$ cat config.mk
export PLATFORM = sky130hd
export DESIGN_NAME = pcu_cell
export DESIGN_NICKNAME = d
export VERILOG_FILES = /design/src/hdl/pcu_pkg.sv /design/src/hdl/pcu_cell.sv
export SDC_FILE = /design/constraint.sdc
export NUM_CORES = 1
export LEC_CHECK = 0
export BUFFER_PORTS_ARGS = -buffer_cell sky130_fd_sc_hd__buf_2
export CORE_UTILIZATION = 30
export DETAILED_ROUTE_END_ITERATION = 12
export PLACE_DENSITY = 0.58
export SKIP_LAST_GASP = 1
export SLEW_MARGIN = 0
export SYNTH_ARGS = -nofsm -noshare
export SYNTH_HDL_FRONTEND = slang
export SYNTH_SLANG_ARGS = --single-unit
$ cat constraint.sdc
create_clock -name i_clk -period 15.8 [get_ports i_clk]
set_input_delay 2.37 -clock i_clk [delete_from_list [all_inputs] [get_ports i_clk]]
set_output_delay 2.37 -clock i_clk [all_outputs]
set_load 0.005 [all_outputs]
$ cat src/hdl/pcu_pkg.sv
// Shared types and constants for the polynomial convolution unit.
// No dependencies; imported by pcu_cell and polynomial_convolution_unit.
`timescale 1ns / 1ps

package pcu_pkg;

    localparam int COEF_PORT_W = 16;
    localparam int PROD_W      = 36;
    localparam int POS_W       = 6;

    // op field codes
    localparam logic OP_FIRST  = 1'b0;
    localparam logic OP_SECOND = 1'b1;

    // control broadcast to every cell of the chain
    typedef struct packed {
        logic en;      // chain advances this cycle
        logic load;    // request writes a first-vector coefficient
    } t_cell_ctl;

endpackage

$ cat src/hdl/pcu_cell.sv
// One tap of the transposed convolution chain: holds one first-vector
// coefficient, multiplies the broadcast sample and adds the neighbor's sum.
// Depends on pcu_pkg.
`timescale 1ns / 1ps

module pcu_cell
    import pcu_pkg::*;
#(
    parameter int INDEX = 0,
    parameter int CW    = 16,
    parameter int CNTW  = 5
) (
    input  logic              i_clk,
    input  logic              i_rst_n,
    input  t_cell_ctl         i_ctl,
    input  logic [CNTW-1:0]   i_count,
    input  logic [CW-1:0]     i_coef,
    input  logic [CW-1:0]     i_x,
    input  logic [PROD_W-1:0] i_psum,
    output logic [PROD_W-1:0] o_psum
);

    logic [CW-1:0]     r_a;
    logic [PROD_W-1:0] r_prod;
    logic [PROD_W-1:0] r_psum;
    logic [2*CW-1:0]   w_mul;
    logic              w_active;

    // taps at or above the loaded count contribute nothing
    assign w_active = CNTW'(INDEX) < i_count;
    assign w_mul    = r_a * i_x;

    always_ff @(posedge i_clk) begin
        if (i_ctl.load && i_count == CNTW'(INDEX)) begin
            r_a <= i_coef;
        end
    end

    always_ff @(posedge i_clk) begin
        if (!i_rst_n) begin
            r_prod <= '0;
            r_psum <= '0;
        end else if (i_ctl.en) begin
            r_prod <= w_active ? PROD_W'(w_mul) : '0;
            r_psum <= r_prod + i_psum;
        end
    end

    assign o_psum = r_psum;

endmodule
# == Word level (Yosys, flattened, before mapping) ==
# Index checks and enable logic that the tools add are counted.
# totals
register_bits,88
latch_bits,0
mem_bits_rw,0
romBits,0
in_bits,77
out_inout_bits,36
word_cells,9
memories,0
# op_classes
n_addsub,1
mul,1
div_mod_pow,0
n_lt_le_gt_ge,1
n_eq_ne,0
shift,0
n_mux,1
bitwise_logic,0
reduce_logical,2
# op_table
cell,count
adder 36 bit,1
multiplier 16 x 16 -> 32 bit,1
two-way mux 32 bit,1
logical NOT 5 bit,1
less-than comparator 1 x 5 -> 1 bit (first input constant),1
logical AND 1 bit,1

# == Depth between registers and ports, before layout ==
# Gate-level depths: netlist of the first run.
# depth
word_depth,2
depth_mapped,23
mapped_depth_nobuf,22

# == Worst setup path after synthesis of the first run ==
# OpenSTA, ideal clock, no wires.
# synth_path
path_type,input port to flip-flop
start,input port i_x[8]
end,register r_prod[29]
setup_time_ns,0.062
arrival_time_ns,8.154
path_slack_ns,7.584
path_stages,23
cell_sequence,clkbuf_1 > nand2_1 > fa_1 > inv_1 > fa_1 > inv_1 > fa_1 > inv_1 > fa_1 > fa_1 > inv_1 > fa_1 > inv_1 > ha_1 > clkbuf_2 > a2111oi_0 > o21ai_0 > a221oi_1 > o41ai_2 > a31oi_4 > o21ai_2 > or3_1 > nand3_1
# synth_between
elab_chain_cells,2
# synth_lines
element,line,rtl
from (decl),pcu_cell.sv:18,"input logic [CW-1:0] i_x,"
multiplier 16 x 16 -> 32 bit,pcu_cell.sv:31,assign w_mul = r_a * i_x;
two-way mux 32 bit,pcu_cell.sv:44,r_prod <= w_active ? PROD_W'(w_mul) : '0;
to (signal assigned),pcu_cell.sv:44,
to (decl),pcu_cell.sv:24,logic [PROD_W-1:0] r_prod;
# Every way passes these cells.
# A chain may end at the register's enable or synchronous reset.

# == Final worst setup path of the first run ==
# layout_path
start,input port i_x[7]
end,register r_prod[29]
# Same word-level chain as after synthesis.

==> summary.md, run 1 <==
| Metric | Value |
|---|---|
| CTS Hold Bufs | 0 |
| Max frequency | 0.121 GHz |
| Vias in the first global route | 10893 |
| Req. time, crit path | 16.10 ns |
| DPL Wire Length | 28.3 mm |
| Clock Latency Late Sink | 0.37 ns |
| Antenna-violating nets left | 0 |
| IO Pins | 113 |
| Worst vdd ir | 0.000146 V |
| Ys flop type | dfxtp_1 |
| Die Ht | 212 um |
| H-Tree Depth | 3 |
| CP max stage cell | fa_1 |
| Critical path arrival | 8.59 ns |
| Final WL | 35.1 mm |
| Synth unique cells | 70 |
| Crit-path cells | buf_2 > nand2_1 > fa_1 > inv_1 > fa_1 > inv_1 > fa_1 > inv_1 > fa_1 > fa_1 > inv_1 > fa_1 > inv_1 > ha_1 > a2111oi_0 > o21ai_0 > a221oi_1 > o41ai_2 > a31oi_4 > o21ai_2 > or3_1 > nand3_1 |
| Share of cells above drive strength 1 | 9.11% |
| Part of the Yosys area used for sequential elements | 13.9% |
| Setup crit start kind | input port |
| Post-synthesis cell count | 1518 |
| Mapped Nets | 1926 |
| Static leakage | 0.00719 uW |
| Comb pwr share | 75.4% |
| Initial antenna violation count | 4 |
| Ys async rst share | 0% |
| Fin Setup TNS | 0 ns |
| Final hold vios | 0 |
| RSZ-0062 raised after global routing | false |
| Root Driver | clkbuf_16 |
| Crit Path Max Fanout | 16 |
| Area Overhead vs Synth | 10.8% |
| WP buf/inv | 6 |
| CTS max path bufs | 2 |
| CTS Sinks | 84 |
| Starting Density | 30.6% |
| Largest net degree at the start of global routing | 43 |
| Fin. max-slew vios | 0 |
| Horiz. Die Dim | 212 um |
| Clk slew on worst S/H paths | 0.06 ns |
| Post-Syn Area per Cell | 8.75 um2 |
| Least-Margin Pin Slew | 0.914 ns |
| Fillers | 4612 |
| Warnings, synthesis | 0 |
| CTS tree | built |
| Final period util | 52.4% |
| Clock Power Share | 11.1% |
| Initial drt markers | 486 |
| Most used cell, CP | fa_1 |
| Total track usage | 16.2% |
| Power density over cell area | 148 mW/mm2 |
| CTS buffer count | 9 |
| Switching power total | 1080 uW |
| Drt first pass iters | 5 |
| Delay-heaviest family, CP | adder cells |
| Die area | 0.0451 mm2 |
| Mapped cell area | 0.0133 mm2 |
| Switching part of the total power | 49.7% |
| Max-slew headroom | 37.5% |
| Crit Path Class | in -> reg |
| Tmin final | 8.28 ns |
| CP Capture Type | register |
| Rows | 76 |
| Critical Path Max Stage Delay | 0.58 ns |
| Synth Register Bits | 84 |
| Port buffer count | 112 |
| Outcome | completed |
| Synth area leaders | fa_1 29%, ha_1 13%, dfxtp_1 10%, inv_1 7.1%, and2_1 5.9% |
| Grt total ovfl | 0 |
| Cell accounting for the most synthesized area | fa_1 |
| Vias per inst | 4.87 |
| Routability cong. | 0.892 |
| Hold Path Class | reg -> reg |
| Internal cell power | 1090 uW |
| DRC errors left | 0 |
| Placed cell area | 0.0144 mm2 |
| Post-CTS resize count | 0 |
| WL/cell | 16.1 um |
| Final Setup Violations | 0 |
| CORE AREA | 0.0434 mm2 |
| Vias | 10628 |
| Share of the synthesized area in the top cell type | 29.4% |
| Global-route wire length before repair | 57.2 mm |
| Setup Fix Bufs, Post-CTS | 0 |
| Design Area, Final | 0.0147 mm2 |
| Clk_skew | 0.0183 ns |
| Fin nets | 1995 |
| Flop pwr share | 13.4% |
| Max cap viols | 0 |
| Post-synth EDFFs | 16 |
[power groups by stage]
| stage | clock network [uW] | logic, uW | registers [uW] |
|---|---|---|---|
| after CTS | 252 | 1660 | 292 |
| after detailed placement | 0 | 1640 | 296 |
| after global routing | 259 | 1860 | 297 |
| after floorplan | 0 | 1260 | 288 |
| after global placement | 0 | 1630 | 296 |
| final | 241 | 1640 | 291 |
[metrics by stage]
step | power [uW] | hold slack (ns) | setup slack, ns | instances | util, %
after floorplan | 1550 | 0.429 | 7.58 | 1518 | -
after global placement | 1930 | 0.438 | 7.24 | 2161 | 33.1
after CTS | 2200 | 0.453 | 7.52 | 2177 | 33.9
after detailed placement | 1940 | 0.439 | 7.13 | 2161 | 33.1
final | 2170 | 0.449 | 7.52 | 2181 | 33.9
after global routing | 2420 | 0.483 | 7.19 | 2179 | 33.9
[placed cells by master, fill, tap and decap left out, types with 10 or more instances in the layout]
cell type | netlist | layout
o21ai_0 | 54 | 54
and2_1 | 125 | 125
a21oi_1 | 56 | 56
xor2_1 | 17 | 17
dfxtp_1 | 68 | 68
a21boi_0 | 11 | 11
fa_1 | 195 | 195
mux2i_1 | 14 | 14
edfxtp_1 | 16 | 16
clkbuf_16 | 0 | 10
nor2_1 | 35 | 35
nor2b_1 | 29 | 28
inv_1 | 251 | 251
nand2_1 | 201 | 201
xnor2_1 | 26 | 26
nor3_1 | 16 | 16
ha_1 | 136 | 136
nand3_1 | 24 | 24
a21o_1 | 34 | 34
a211oi_1 | 10 | 10
buf_2 | 2 | 112
[worst reg2reg max path, stage by stage (launching register included)]
cell       delay (ns)
edfxtp_1         0.86
nand2_1          0.19
fa_1             0.58
inv_1            0.05
fa_1             0.49
inv_1            0.06
fa_1             0.52
inv_1            0.05
fa_1             0.48
fa_1             0.55
inv_1            0.05
fa_1             0.53
inv_1            0.04
ha_1             0.38
a2111oi_0        0.40
o21ai_0          0.21
a221oi_1         0.35
o41ai_2          0.21
a31oi_4          0.31
o21ai_2          0.12
or3_1            0.35
nand3_1          0.08
[cells in the mapped netlist (all sizes together), types with 4 or more instances]
cell type  count
inv          251
nand2        201
fa           195
ha           136
and2         125
dfxtp         68
o21ai         60
a21oi         56
clkbuf        55
nor2          35
a21o          34
nor2b         29
xnor2         26
nand3         24
xor2          17
edfxtp        16
nor3          16
mux2i         14
a21boi        11
a211oi        10
a31oi          9
and3           9
nand4          9
o21a           9
or3            9
o31ai          8
nand2b         7
o211ai         7
o21bai         6
a2111oi        5
a211o          5
a32o           5
and4           5
buf            5
a221oi         4
o211a          4
[sequential cells by signal (all words and copies together), names as in the netlist]
| name | cells |
|---|---|
| r_prod | 32 |
| o_psum | 36 |
| r_a | 16 |
[cell families (layout without fill, tap and decap cells)]
group	Yosys count	count (layout)	synth area share, %
adders and majority gates	331	331	42.2
and+or+nand+nor	481	481	18.1
muxes	14	14	1.06
AOI/OAI and AO/OA	254	254	13.0
other	0	4	0
DFF	84	84	13.9
xor gates and xnor gates	43	43	2.84
buffers and inverters	311	385	8.93
[per-layer routing]
| metal | up-vias | track usage, % | wire length, um |
|---|---|---|---|
| met1 | 5358 | 20.9 | 15300 |
| met3 | 28 | 3.25 | 1520 |
| li1 | 5051 | - | - |
| met4 | 2 | 2.65 | 338 |
| met2 | 189 | 28.2 | 17900 |
| met5 | - | 0 | 13 |
[cell type report]
| class | instances | area (um2) | share of cell area [%] |
|---|---|---|---|
| Multi-Input combinational cell | 1123 | 10200 | 69.7 |
| Sequential cell | 84 | 1840 | 12.5 |
| Inverter | 251 | 942 | 6.41 |
| Tap cell | 585 | 732 | 4.98 |
| Timing Repair Buffer | 118 | 606 | 4.12 |
| Clock buffer | 14 | 285 | 1.94 |
| Clock inverter | 2 | 38.8 | 0.264 |
| Antenna cell | 4 | 10.0 | 0.0681 |
[worst paths after layout]
kind,from,end,slack (ns),cells past startpoint
max,i_x[7],r_prod[29],7.52,22
min,o_psum[33],o_psum[33],0.45,2
max reg2reg,r_a[7],r_prod[29],8.88,21
min reg2reg,o_psum[33],o_psum[33],0.45,2
(Power assumes the default switching activity.)
==> inputs of run 2 (changes only) <==
- clock period: 15.8 -> 8.62 ns (I/O delays scaled with it)
==> summary.md, run 2 (synthesized netlist as in run 1, its figures left out) <==
| Metric | Value |
|---|---|
| Horiz. Die Dim | 212 um (unchanged) |
| DRC errors left | 0 (unchanged) |
| Power density over cell area | 269 mW/mm2 (+83%) |
| Setup Fix Bufs, Post-CTS | 0 (unchanged) |
| Least-Margin Pin Slew | 0.840 ns (-0.0735 ns) |
| Fin nets | 1995 (unchanged) |
| Grt total ovfl | 0 (unchanged) |
| Area Overhead vs Synth | 10.6% |
| Most used cell, CP | fa_1 |
| Post-CTS resize count | 0 (unchanged) |
| H-Tree Depth | 3 (unchanged) |
| Initial drt markers | 433 (-11%) |
| CORE AREA | 0.0434 mm2 (unchanged) |
| Total Power | 3960 uW (+82%) |
| Clk slew on worst S/H paths | 0.06 ns (about the same) |
| DPL Wire Length | 28.1 mm (-0.76%) |
| Share of cells above drive strength 1 | 9.17% (+0.063 points) |
| Final hold vios | 0 (unchanged) |
| CTS Sinks | 84 (unchanged) |
| Final period util | 84.3% |
| CTS max path bufs | 2 (unchanged) |
| Pre-CTS setup slack | 1.04 ns (-6.09 ns) |
| Max-slew headroom | 42.6% (+5.0 points) |
| Final Setup Violations | 0 (unchanged) |
| Hold Path Class | reg -> reg |
| CTS Hold Bufs | 0 (unchanged) |
| Fin. max-slew vios | 0 (unchanged) |
| Clock Latency Late Sink | 0.38 ns (about the same) |
| Fillers | 4558 (-1.2%) |
| IO Pins | 113 (unchanged) |
| Switching power total | 1990 uW (+84%) |
| Largest register FFs | 36 (unchanged) |
| GRT busiest layer | met2 |
| Req. time, crit path | 8.93 ns (-7.17 ns) |
| Port buffer count | 112 (unchanged) |
| Root Driver | clkbuf_16 |
| Critical path arrival | 7.58 ns (-1.01 ns) |
| Total track usage | 16.2% (about the same) |
| Fin Setup TNS | 0 ns (unchanged) |
| Die Ht | 212 um (unchanged) |
| Critical Path Max Stage Delay | 0.58 ns (about the same) |
| Setup crit start kind | input port |
| Worst vdd ir | 0.000250 V (+71%) |
| Starting Density | 30.6% (unchanged) |
| Outcome | completed |
| Crit Path Class | in -> reg |
| Flop pwr share | 13.5% (about the same) |
| Antenna-violating nets left | 0 (unchanged) |
| GR met3 Demand/Resource | 2.95% (-0.30 points) |
| WL/cell | 15.9 um (-1.1%) |
| Rows | 76 (unchanged) |
| Switching part of the total power | 50.2% (+0.53 points) |
| FF/Latch Area | 0.00184 mm2 (unchanged) |
| Placed cell area | 0.0144 mm2 (unchanged) |
| CTS buffer count | 9 (unchanged) |
| Routability cong. | 0.893 (+0.18%) |
| Crit Path Max Fanout | 16 (unchanged) |
| Vias per inst | 4.85 (-0.42%) |
| Clk_skew | 0.0124 ns (-0.00589 ns) |
| Delay-heaviest family, CP | adder cells |
| Met1 usage | 21.1% (+0.24 points) |
| GR Layer Usage met2 | 27.7% (-0.55 points) |
| Final WL | 34.7 mm (-1.1%) |
| Area of the multi-input gates | 0.0102 mm2 (unchanged) |
| Vias in the first global route | 10869 (-0.22%) |
| CTS tree | built |
| Global-route wire length before repair | 57.1 mm (-0.28%) |
| Static leakage | 0.00717 uW (-0.20%) |
| Internal cell power | 1970 uW (+80%) |
| Most frequent cells in the layout | 251 x inv_1, 201 x nand2_1, 195 x fa_1 |
| Max frequency | 0.138 GHz |
| Design Area, Final | 0.0147 mm2 (-0.18%) |
| Tmin final | 7.27 ns |
| CP max stage cell | fa_1 |
| Crit-path cells | buf_2 > nand2_1 > fa_1 > inv_1 > fa_1 > inv_1 > fa_1 > inv_1 > fa_1 > fa_1 > inv_1 > fa_1 > inv_1 > ha_1 > a2111oi_0 > o21ai_0 > a221oi_1 > o41ai_2 > a31oi_4 > o211ai_1 > a211o_1 > nand3_1 |
| Vias | 10583 (-0.42%) |
| Initial antenna violation count | 5 (+1) |
| Final WS setup | 1.35 ns (-6.16 ns) |
| Largest net degree at the start of global routing | 43 (unchanged) |
| WP buf/inv | 6 (unchanged) |
| CP Capture Type | register |
| Max cap viols | 0 (unchanged) |
| RSZ-0062 raised after global routing | false |
| Drt first pass iters | 5 (unchanged) |
| Clock Power Share | 10.6% (-0.5 points) |
| Final hold slack | 0.450 ns (+0.00118 ns) |
| Most common cell after layout, fill and taps aside | inv_1 |
| Die area | 0.0451 mm2 (unchanged) |
| Comb pwr share | 75.9% (+0.5 points) |
[run 2: cell types whose count changed in the layout (fill, tap and decap cells not counted), sizes merged]
cell	previous run	this run
clkbuf	14	10
inv	251	254
clkinvlp	0	1
[run 2: power by group through the flow]
stage / combinational [uW] / sequential, uW / clock (uW)
global route: 3440 / 543 / 452
finish: 3000 / 534 / 419
CTS: 3040 / 536 / 436
floorplan: 2320 / 528 / 0
detailed placement: 3010 / 544 / 0
global placement: 2990 / 543 / 0
[run 2: stage by stage]
stage,cells,utilization (%)
after floorplan,1518,-
after global placement,2161,33.1
after detailed placement,2161,33.1
after CTS,2177,33.8
after global routing,2180,33.8
final,2181,33.9
[run 2: path summary, 6_finish.rpt]
path                   start    endpoint  slack (ns)  depth (start not counted)
setup reg to reg      r_a[7]  r_prod[31]        1.57                         21
setup / recovery      i_x[7]  r_prod[31]        1.35                         22
hold / removal    o_psum[33]  o_psum[33]        0.45                          2
hold reg to reg   o_psum[33]  o_psum[33]        0.45                          2
[run 2: worst min-delay path, delay by kind of cell, from the launching register on]
family / cells / cell delay [ns]
flip-flops: 1 / 0.32
AND/OR/NAND/NOR: 1 / 0.04
AO/OA/AOI/OAI: 1 / 0.06
[run 2: area by class of cell]
cell class	instances	area share (%)
multi-input cells	1123	69.8
flip-flops and latches	84	12.5
inverters	251	6.42
well taps	585	4.99
repair buffers	118	4.13
clock buffers	10	1.56
clock inverters	6	0.469
diodes	4	0.0682
[run 2: routing by layer]
layer | share of wire [%] | wire, um
met1 | 45 | 15400
met5 | 0.023 | 8
met4 | 1.6 | 557
met2 | 50 | 17300
met3 | 4.1 | 1410
==> inputs of run 3 (changes only) <==
- ABC_AREA: unset -> 1
- clock period: 8.62 -> 6.7 ns (I/O delays scaled with it)
==> summary.md, run 3 <==
| Metric | Value |
|---|---|
| Critical Path Max Stage Delay | 0.97 ns (+0.39 ns) |
| Fin nets | 2635 (+32%) |
| Ys async rst share | 0% (unchanged) |
| Die area | 0.0498 mm2 (+11%) |
| Fin. max-slew vios | 0 (unchanged) |
| H-Tree Depth | 3 (unchanged) |
| CTS tree | built |
| Vias | 12975 (+23%) |
| RSZ-0062 raised after global routing | false |
| Root Driver | clkbuf_16 |
| Max cap viols | 0 (unchanged) |
| Most instantiated cells after synthesis | 650 x nand2_1, 551 x inv_1, 195 x fa_1 |
| WL/cell | 14.9 um (-6.0%) |
| Clk slew on worst S/H paths | 0.08 ns (+0.02 ns) |
| Final WS setup | 0.459 ns (-0.896 ns) |
| Mapped cell area | 0.0147 mm2 (+11%) |
| Vias in the first global route | 13561 (+25%) |
| Port buffer count | 112 (unchanged) |
| Total track usage | 18.2% (+2.0 points) |
| FF-to-FF Start | r_a[7] |
| Post-Syn Area per Cell | 6.76 um2 (-23%) |
| Initial antenna violation count | 0 (-5) |
| Synth Register Bits | 84 (unchanged) |
| Die Ht | 223 um (+5.1%) |
| Final period util | 93.2% |
| Cell accounting for the most synthesized area | fa_1 |
| Post-CTS resize count | 0 (unchanged) |
| CTS buffer count | 9 (unchanged) |
| Largest net degree at the start of global routing | 64 (+49%) |
| Starting Density | 30.6% (-0.045 points) |
| FF-to-FF End | r_prod[13] |
| Crit-path cells | nand2_1 > fa_1 > fa_1 > fa_1 > fa_1 > inv_1 > fa_1 > inv_1 > fa_1 > inv_1 > ha_1 > nand2_1 > inv_1 > a21oi_1 > nand3_1 > or2_2 > nand3_1 > a21oi_1 |
| CTS Sinks | 84 (unchanged) |
| Global-route wire length before repair | 70.6 mm (+24%) |
| Req. time, crit path | 6.93 ns (-2.00 ns) |
| Most common cell after layout, fill and taps aside | nand2_1 |
| Largest register FFs | 36 (unchanged) |
| Final hold vios | 0 (unchanged) |
| Fillers | 5172 (+13%) |
| Design Area, Final | 0.0161 mm2 (+9.7%) |
| R2R Setup Slk | 0.46 ns (-1.11 ns) |
| Worst vdd ir | 0.000254 V (+1.5%) |
| Static leakage | 0.00959 uW (+34%) |
| Clock Latency Late Sink | 0.39 ns (about the same) |
| Final WL | 42.6 mm (+23%) |
| Antenna-violating nets left | 0 (unchanged) |
| CORE AREA | 0.0480 mm2 (+11%) |
| Final hold slack | 0.471 ns (+0.0212 ns) |
| Warnings, synthesis | 0 (unchanged) |
| Mux share of post-synthesis cell area | 0% (-1.1 points) |
| Vias per inst | 4.56 (-6.1%) |
| Final Setup Violations | 0 (unchanged) |
| CTS Hold Bufs | 0 (unchanged) |
| R2R cell count | 18 (-14%) |
| Most frequent cells in the layout | 650 x nand2_1, 551 x inv_1, 195 x fa_1 |
| Hold worst-path end | r_prod[5] |
| Least-Margin Pin Slew | 1.14 ns (+0.303 ns) |
| Drt first pass iters | 5 (unchanged) |
| Power density over cell area | 356 mW/mm2 (+32%) |
| Most used cell, CP | fa_1 |
| Share of the synthesized area in the top cell type | 26.6% (-2.8 points) |
| Horiz. Die Dim | 223 um (+5.1%) |
| Area share of and/or/nand/nor cells after synthesis | 26.1% (+8.1 points) |
| Initial drt markers | 813 (+88%) |
| Tmin final | 6.24 ns |
| Delay-heaviest family, CP | adder cells |
| Crit Path Max Fanout | 16 (unchanged) |
| Placed cell area | 0.0158 mm2 (+10%) |
| Outcome | completed |
| Critical path arrival | 6.47 ns (-1.11 ns) |
| Rows | 80 (+5.3%) |
| Util after Layout | 33.5% (-0.34 points) |
| DPL Wire Length | 34.6 mm (+23%) |
| Synth Area in Compound Gates | 5.72% (-7.3 points) |
| Hold depth | 2 (unchanged) |
| Setup crit start kind | register |
| CP max stage cell | edfxtp_1 |
| Met1 usage | 22.4% (+1.3 points) |
| WP buf/inv | 4 (-2) |
| Share of cells above drive strength 1 | 7.93% (-1.2 points) |
| DRC errors left | 0 (unchanged) |
| Synth Area in XOR/XNOR | 1.13% (-1.7 points) |
| Routability cong. | 0.887 (-0.73%) |
| IO Pins | 113 (unchanged) |
| Setup Fix Bufs, Post-CTS | 0 (unchanged) |
| Most used standard cell by instance count after synthesis | nand2_1 |
| Crit Path Class | reg -> reg |
| Area Overhead vs Synth | 9.61% |
| CTS max path bufs | 2 (unchanged) |
| Mapped Nets | 2581 (+34%) |
| Post-synth EDFFs | 16 (unchanged) |
| Fin Setup TNS | 0 ns (unchanged) |
| GRT busiest layer | met2 |
| Max-slew headroom | 23.7% (-19 points) |
| Pre-CTS setup slack | 0.0916 ns (-0.945 ns) |
| Largest family of logic cells by synthesized area | adder cells |
| Max frequency | 0.160 GHz |
| Synth area leaders | fa_1 27%, nand2_1 17%, inv_1 14%, ha_1 12%, dfxtp_1 9.3% |
| Post-synthesis cell count | 2173 (+43%) |
| CP Capture Type | register |
| Part of the Yosys area used for sequential elements | 12.5% (-1.3 points) |
| GR met3 Demand/Resource | 2.87% (-0.083 points) |
| Hold Path Origin | r_prod[5] |
| Hold Path Class | reg -> reg |
| GR Layer Usage met2 | 32.3% (+4.7 points) |
| Ys flop type | dfxtp_1 |
| Grt total ovfl | 0 (unchanged) |
| Clk_skew | 0.0141 ns (+0.00170 ns) |
| Synth unique cells | 37 (-47%) |
| Adder-cell share of the synthesized area | 38.2% (-4.1 points) |
-- run 3: metal layers --
layer / vias to the layer above / wire length, um / share of wire, %
met5: - / 0 / 0
met4: 0 / 1020 / 2.4
met3: 51 / 2200 / 5.2
met2: 285 / 20900 / 49
met1: 6151 / 18500 / 43
li1: 6488 / - / -
-- run 3: worst min-delay path, cell delays in order, from the launching register on --
cell and delay, ns:
dfxtp_1 0.31, nand2_1 0.06, a21oi_1 0.05
-- run 3: through the flow --
stage                     instances  power [uW]
after floorplan                2173        4030
after global placement         2831        5230
final                          2848        5730
after CTS                      2847        5810
after detailed placement       2831        5230
after global routing           2847        6500
-- run 3: final cells by class --
| cell class | instances | area (um2) | share of cell area [%] |
|---|---|---|---|
| inverter | 554 | 2080 | 12.9 |
| sequential | 84 | 1840 | 11.4 |
| multi-input combinational | 1452 | 10500 | 64.9 |
| antenna | 1 | 2.50 | 0.0155 |
| tap | 615 | 769 | 4.78 |
| clock buffer | 12 | 256 | 1.59 |
| clock inverter | 4 | 31.3 | 0.194 |
| timing repair buffer | 126 | 666 | 4.13 |
-- run 3: power by group --
group / switching (uW) / internal (uW) / leakage, uW
Combinational: 2880 / 1650 / 0.00874
Sequential: 66.1 / 607 / 0.000707
Clock: 247 / 275 / 0.000144
-- run 3: worst max path at each step --
stage | start | to | depth (start not counted)
detailed placement | i_x[6] | r_prod[13] | 21
finish | r_a[7] | r_prod[13] | 18
floorplan | i_x[8] | r_prod[23] | 24
global placement | i_x[6] | r_prod[13] | 21
CTS | r_a[7] | r_prod[13] | 18
global route | r_a[6] | r_prod[13] | 21
-- run 3: logic make-up (layout without fill, tap and decap cells) --
family                   count (synthesis)  in the layout
other                                    0              1
AND/OR/NAND/NOR                        948            948
XOR/XNOR                                19             19
buffers and inverters                  637            696
flip-flops                              84             84
AO/OA/AOI/OAI                          154            154
adder cells (fa/ha/maj)                331            331
